$ cat src/pcm_pkg.sv
// Package with the shared types, codes and constants of the point constraint block.
`timescale 1ns / 1ps
package pcm_pkg;

  localparam int FRAC_BITS = 23;

  // Operation codes of an input item.
  typedef enum logic [1:0] {
    OP_COMBINE = 2'd0,
    OP_PROJECT = 2'd1,
    OP_CLEAR   = 2'd2,
    OP_NONE    = 2'd3
  } op_t;

  // Constraint kinds and counts.
  typedef enum logic [1:0] {
    KIND_FREE  = 2'd0,
    KIND_PLANE = 2'd1,
    KIND_LINE  = 2'd2,
    KIND_FIXED = 2'd3
  } kind_t;

  typedef struct packed {
    logic [1:0]   opcode;
    logic [1:0]   con_kind;
    logic signed [31:0] vec_x;
    logic signed [31:0] vec_y;
    logic signed [31:0] vec_z;
  } in_item_t;

  typedef struct packed {
    logic signed [31:0] out_x;
    logic signed [31:0] out_y;
    logic signed [31:0] out_z;
    logic [1:0]   dof_removed;
  } out_item_t;

  // Datapath commands issued by the controller.
  typedef enum logic [3:0] {
    CMD_IDLE,
    CMD_LOAD,
    CMD_MUL,
    CMD_DOT,
    CMD_CROSS,
    CMD_SQ,
    CMD_SQRT,
    CMD_DIV,
    CMD_PROJ_MUL,
    CMD_PROJ_OUT,
    CMD_COMMIT
  } cmd_t;

  typedef enum logic [3:0] {
    ST_IDLE,
    ST_MUL,
    ST_DOT,
    ST_DECIDE,
    ST_CROSS,
    ST_SQ,
    ST_SQRT,
    ST_DIV,
    ST_PMUL,
    ST_POUT,
    ST_OUT
  } state_t;

  // Control bundle from controller to datapath.
  typedef struct packed {
    cmd_t       cmd;
    logic [1:0] lane;
    logic       start_unit;
  } ctrl_t;

  // Status bundle from datapath to controller.
  typedef struct packed {
    logic [1:0] op;
    logic [1:0] kind;
    logic [1:0] count;
    logic       unit_done;
  } stat_t;

  function automatic logic signed [31:0] sat32(input logic signed [65:0] v);
    if (v > 66'sd2147483647) return 32'sh7fffffff;
    else if (v < -66'sd2147483648) return 32'sh80000000;
    else return v[31:0];
  endfunction

endpackage

$ cat src/pcm_ctrl.sv
// Controller state machine that sequences the point constraint datapath.
`timescale 1ns / 1ps
module pcm_ctrl (
  input  logic           clk,
  input  logic           rst,
  input  logic           in_valid,
  output logic           in_stall,
  output logic           out_valid,
  input  logic           out_stall,
  input  logic           cmp_change,
  input  pcm_pkg::stat_t stat,
  output pcm_pkg::ctrl_t ctrl
);
  import pcm_pkg::*;

  state_t     state, state_next;
  logic [1:0] lane, lane_next;
  logic       first, first_next;
  logic       pp;

  assign pp = (stat.count == KIND_PLANE) && (stat.kind == KIND_PLANE);

  // Next state logic.
  always_comb begin
    state_next = state;
    lane_next = lane;
    first_next = 1'b0;
    case (state)
      ST_IDLE: begin
        if (in_valid) begin
          state_next = ST_MUL;
          lane_next = 2'd0;
        end
      end
      ST_MUL: begin
        lane_next = lane + 2'd1;
        if (lane == 2'd2) begin
          state_next = ST_DOT;
          lane_next = 2'd0;
        end
      end
      ST_DOT: state_next = ST_DECIDE;
      ST_DECIDE: begin
        lane_next = 2'd0;
        first_next = 1'b1;
        if (stat.op == OP_PROJECT) begin
          state_next = (stat.count == KIND_PLANE || stat.count == KIND_LINE) ? ST_PMUL : ST_OUT;
        end else if (stat.op == OP_COMBINE && pp && cmp_change) begin
          state_next = ST_CROSS;
        end else begin
          state_next = ST_IDLE;
        end
      end
      ST_CROSS: begin
        first_next = !first;
        if (!first) begin
          lane_next = lane + 2'd1;
          if (lane == 2'd2) begin
            state_next = ST_SQ;
            lane_next = 2'd0;
          end
        end
      end
      ST_SQ: begin
        lane_next = lane + 2'd1;
        first_next = 1'b1;
        if (lane == 2'd2) begin
          state_next = ST_SQRT;
          lane_next = 2'd0;
        end
      end
      // The done flag of the previous unit run is stale on a start cycle.
      ST_SQRT: begin
        if (stat.unit_done && !first) begin
          state_next = ST_DIV;
          first_next = 1'b1;
        end
      end
      ST_DIV: begin
        if (stat.unit_done && !first) begin
          first_next = 1'b1;
          lane_next = lane + 2'd1;
          if (lane == 2'd2) begin
            state_next = ST_IDLE;
            lane_next = 2'd0;
          end
        end
      end
      ST_PMUL: begin
        lane_next = lane + 2'd1;
        if (lane == 2'd2) begin
          state_next = ST_POUT;
          lane_next = 2'd0;
        end
      end
      ST_POUT: state_next = ST_OUT;
      ST_OUT: if (!out_stall) state_next = ST_IDLE;
      default: state_next = ST_IDLE;
    endcase
  end

  // Output decode.
  always_comb begin
    ctrl.cmd = CMD_IDLE;
    ctrl.lane = lane;
    ctrl.start_unit = first;
    in_stall = 1'b1;
    out_valid = 1'b0;
    case (state)
      ST_IDLE: begin
        in_stall = 1'b0;
        if (in_valid) ctrl.cmd = CMD_LOAD;
      end
      ST_MUL: ctrl.cmd = CMD_MUL;
      ST_DOT: ctrl.cmd = CMD_DOT;
      ST_DECIDE: begin
        if (!(stat.op == OP_PROJECT) && !(stat.op == OP_COMBINE && pp && cmp_change)) begin
          ctrl.cmd = CMD_COMMIT;
        end
      end
      ST_CROSS: ctrl.cmd = CMD_CROSS;
      ST_SQ: ctrl.cmd = CMD_SQ;
      ST_SQRT: ctrl.cmd = CMD_SQRT;
      ST_DIV: begin
        ctrl.cmd = CMD_DIV;
        if (stat.unit_done && !first && lane == 2'd2) ctrl.cmd = CMD_COMMIT;
      end
      ST_PMUL: ctrl.cmd = CMD_PROJ_MUL;
      ST_POUT: ctrl.cmd = CMD_PROJ_OUT;
      ST_OUT: out_valid = 1'b1;
      default: ;
    endcase
  end

  always_ff @(posedge clk) begin
    if (rst) begin
      state <= ST_IDLE;
      lane <= 2'd0;
      first <= 1'b0;
    end else begin
      state <= state_next;
      lane <= lane_next;
      first <= first_next;
    end
  end

endmodule

$ cat config.mk
export PLATFORM = sky130hd
export DESIGN_NAME = pcm_ctrl
export DESIGN_NICKNAME = d
export VERILOG_FILES = /design/src/pcm_pkg.sv /design/src/pcm_ctrl.sv
export SDC_FILE = /design/constraint.sdc
export NUM_CORES = 1
export LEC_CHECK = 0
export ABC_AREA = 0
export BUFFER_PORTS_ARGS = -buffer_cell sky130_fd_sc_hd__buf_2
export CORE_MARGIN = 8
export CORE_UTILIZATION = 45
export DETAILED_ROUTE_END_ITERATION = 12
export PLACE_DENSITY_LB_ADDON = 0.3
export SLEW_MARGIN = 20
export SYNTH_ARGS = -nofsm -noshare
export SYNTH_HDL_FRONTEND = slang
export SYNTH_SLANG_ARGS = --single-unit
$ cat constraint.sdc
create_clock -name clk -period 3.5 [get_ports clk]
set_clock_uncertainty 0.2 [all_clocks]
set_input_delay 0.7 -clock clk [delete_from_list [all_inputs] [get_ports clk]]
set_output_delay 0.7 -clock clk [all_outputs]
set_load 0.02 [all_outputs]
# Word-level counts from Yosys, hierarchy flattened
# Cells that the tools add are included.
[word_totals] ff_bits=7 in_bits=12 out_inout_bits=9 wordCells=74
[classes] addsub=1 eq_ne=25 muxes=27 reduce_logical=18
[ops] operator="2-to-1 mux 4 bit" n=13
[ops] operator="case mux 4 bit (11 select lines)" n=1
[ops] operator="case mux 4 bit (10 select lines)" n=1
[ops] operator="!= test 2 bit (second input constant)" n=10
[ops] operator="equality test 4 x 3 -> 1 bit (second input constant)" n=4
[ops] operator="equality test 4 bit (second input constant)" n=3
[ops] operator="2-to-1 mux 2 bit" n=5
[ops] operator="case mux 2 bit (5 select lines)" n=1
[ops] operator="AND reduction 10 bit" n=1
[ops] operator="equality test 4 x 2 -> 1 bit (second input constant)" n=2
[ops] operator="equality test 2 x 1 -> 1 bit (second input constant)" n=3
[ops] operator="logical AND 1 bit" n=6
[ops] operator="nonzero test 5 bit" n=1
[ops] operator="equality test 2 bit (second input constant)" n=2
[ops] operator="equality test 4 x 1 -> 1 bit (second input constant)" n=1
[ops] operator="zero test 4 bit" n=1
[ops] operator="2-to-1 mux 1 bit" n=4
[ops] operator="AND reduction 4 bit" n=1
[ops] operator="OR reduction 2 bit" n=2
[ops] operator="zero test 1 bit" n=3
[ops] operator="2-to-1 mux 3 bit" n=1
[ops] operator="case mux 1 bit (3 select lines)" n=1
[ops] operator="OR reduction 3 bit" n=1
[ops] operator="adder 2 x 1 -> 2 bit (second input constant)" n=1
[ops] operator="other kinds (2)" n=2

# Depth between registers and ports, before layout
[logic_depth] word_depth=8 mapped_depth=7 mapped_depth_nobuf=7

# Worst setup path after synthesis
# OpenSTA, ideal clock, no wires.
[synth_path] path_type="input to output" from="in stat[2] (netlist name)" to="out ctrl[6] (netlist name)" arrival_ns=1.812 required_ns=2.600 path_slack_ns=0.788 path_stages=7 cell_sequence="inv_1 ha_1 nand4b_1 nor3_1 nor2_1 a22oi_1 o32ai_1"
[synth_lines] item="start: declaration" line="pcm_ctrl.sv:11" rtl="input pcm_pkg::stat_t stat,"
[synth_lines] item="end: declaration" line="pcm_ctrl.sv:12" rtl="output pcm_pkg::ctrl_t ctrl"

==> run metrics <==
post-route cell area 738 µm²; critical-path cell with the highest stage delay and3_1; post-synth top area share 0.223; # IOs 21; drt first-iter violations 17; Placed Cells 113; crit path cell chain buf_2, nor2b_1, and3_1, a22oi_1, o32ai_1, buf_2; Final Instance Count excl. Fillers 117; Max Cap Viol 0; register area 140 µm²; first-pass GRT wire length 2590 µm; Synth area leader dfxtp_1; antenna violations before repair 0; top post-synthesis cells by area dfxtp_1 (22%), nor2b_1 (6.0%), a21oi_1 (5.6%); Total Wirelength 1520 µm; most common cell in the netlist nor2_1; synth-to-layout area growth 17.3%; cell count after synthesis 86; crit path time final 2.74 ns; remaining antenna violation count 0; final hold viol count 0; TritonCTS clock tree done; distinct cell type count after synthesis 39; Worst-Skew Late Latency 0.25 ns; status finished clean; Slew HR 0.601; gp weighted congestion 0.802; area of the core 0.00130 mm²; Critical Path RT 2.60 ns; Ys Warns 0; Post-synth EDFFs 0; HPWL Detailed 1120 µm; Final setup viols 0; H-tree depth 1; vias 666; Leakage 0.316 nW; Clock Tree Buf Depth 2; CTS sink cnt 7; Nets 116; f_max 0.364 GHz; First-pass DRT Iterations 4; post-synthesis net count 99; share of layout cells above drive strength 1 0.265; global route overflow 0; Setup crit end ctrl[6]; number of global-route vias before repair 602; CTS root buf clkbuf_4; reg-to-reg slack, setup 1.33 ns; min-delay worst type flop to flop; Setup CP Type primary input to output port; CP startpoint kind primary input; crit-path max cell delay 0.29 ns; crit path from stat[0]; largest net degree at the start of global routing 21; Async SR Flop Fraction 0; # resized after CTS 0; worst-path fanout max 4; Tcrit/Tclk final 0.784; vias per inst 5.69; synthesized area 629 µm²; post-CTS setup buffers 0; hold depth 2; crit path buf inv count 2; Final Max Tran Viols 0; DRC viols 0; # rows 13; unrepaired setup endpoints after global routing false; sequential-to-total area share from yosys stat 0.223; Yosys reg bits 7; Die W 53.4 µm; die height 53.4 µm; Hold-fix buffers, CTS 0; top cells by count, synth nor2_1 (9), a21oi_1 (7), dfxtp_1 (7); most used cell, CP buf_2; WP depth 6; Multi-input gate area 442 µm²; RR Endpoint state[0]; Die ar. 0.00285 mm²; FF-to-FF path depth 5; area of placed instances 712 µm²; Post-Route Setup TNS 0 ns; pwr/cell area 628 mW/mm²; Critical Path End Type output port; PortBufs 20; drt wl/cell 12.9 µm; CTS clock-pin slew for the worst setup and hold paths 0.05 ns; syn_area_per_cell 7.32 µm²; All-Layer GR Usage 0.120; Antenna Cells 0; worst-margin pin slew 0.597 ns; CP Data Arrival Time 1.84 ns; RR Startpoint state[2]; Post-synth top flop dfxtp_1; final-layout fill cell count 142; Initial Utilization 0.484; kind of cell with the highest combined delay on the critical path simple AND/OR/NAND/NOR gates; cts bufs inserted 3; Peak VDD IR 0.409 mV
-- cell families (layout without fill, tap and decap cells) --
logic type / count (synthesis) / count (layout) / synth area share
buf+inv: 11 / 27 / 0.0755
fa+ha+maj: 1 / 1 / 0.0199
xor+xnor: 1 / 1 / 0.0139
compound gates: 25 / 25 / 0.282
simple gates: 39 / 39 / 0.352
mux: 2 / 2 / 0.0338
flops: 7 / 7 / 0.223
-- tightest hold or removal path, cell delays in order, from the launching register on --
cell	delay (ns)
dfxtp_1	0.33
nand3_1	0.07
a21oi_1	0.05
-- flip-flops by register name, summed over array words and instances (netlist names) --
name,cells
state,4
lane,2
first,1
-- per-layer routing --
layer / up-vias / GRT usage / wire length (µm)
met5: - / 0 / 0
met4: 0 / 0.0378 / 0
met3: 0 / 0.0504 / 100
met2: 18 / 0.188 / 701
met1: 298 / 0.144 / 713
li1: 350 / - / -
-- layout make-up --
type / instances / area share
Timing Repair Buffer: 20 / 0.136
Clock buffer: 4 / 0.0356
Inverter: 3 / 0.0153
Sequential cell: 7 / 0.190
Multi-Input combinational cell: 68 / 0.598
Tap cell: 15 / 0.0254
-- worst min path at each step --
| stage | slack (ns) | to | startpoint |
|---|---|---|---|
| global placement | 0.29 | lane[1] | lane[0] |
| floorplan | 0.37 | state[1] | state[0] |
| finish | 0.31 | lane[1] | lane[0] |
| CTS | 0.31 | lane[1] | lane[0] |
| global route | 0.35 | lane[1] | lane[0] |
| detailed placement | 0.30 | lane[1] | lane[0] |
-- cells in the final DEF (no fill, tap or decap), drive strengths merged, types with 2 or more instances in the layout --
| cell type | instances |
|---|---|
| a21oi | 7 |
| a22oi | 2 |
| buf | 20 |
| clkbuf | 4 |
| dfxtp | 7 |
| inv | 3 |
| nand2 | 5 |
| nand2b | 4 |
| nand4b | 2 |
| nor2 | 9 |
| nor2b | 6 |
| nor3 | 5 |
| o21ai | 7 |
-- stage by stage --
stage,utilization,power [mW],setup slack [ns],hold slack (ns)
2_1_floorplan,-,0.336,0.788,0.366
3_3_place_gp,0.547,0.391,0.808,0.292
3_5_place_dp,0.547,0.394,0.771,0.305
4_1_cts,0.567,0.471,0.762,0.312
5_1_grt,0.567,0.510,0.615,0.351
6_report,0.567,0.464,0.756,0.309
-- where the power goes --
group	switching (mW)	internal, mW	leakage [nW]
combinational	0.131	0.106	0.244
clock	0.0293	0.0435	0.0150
sequential	0.0563	0.0970	0.0569
No activity file was read; power rests on OpenSTA's default activity.
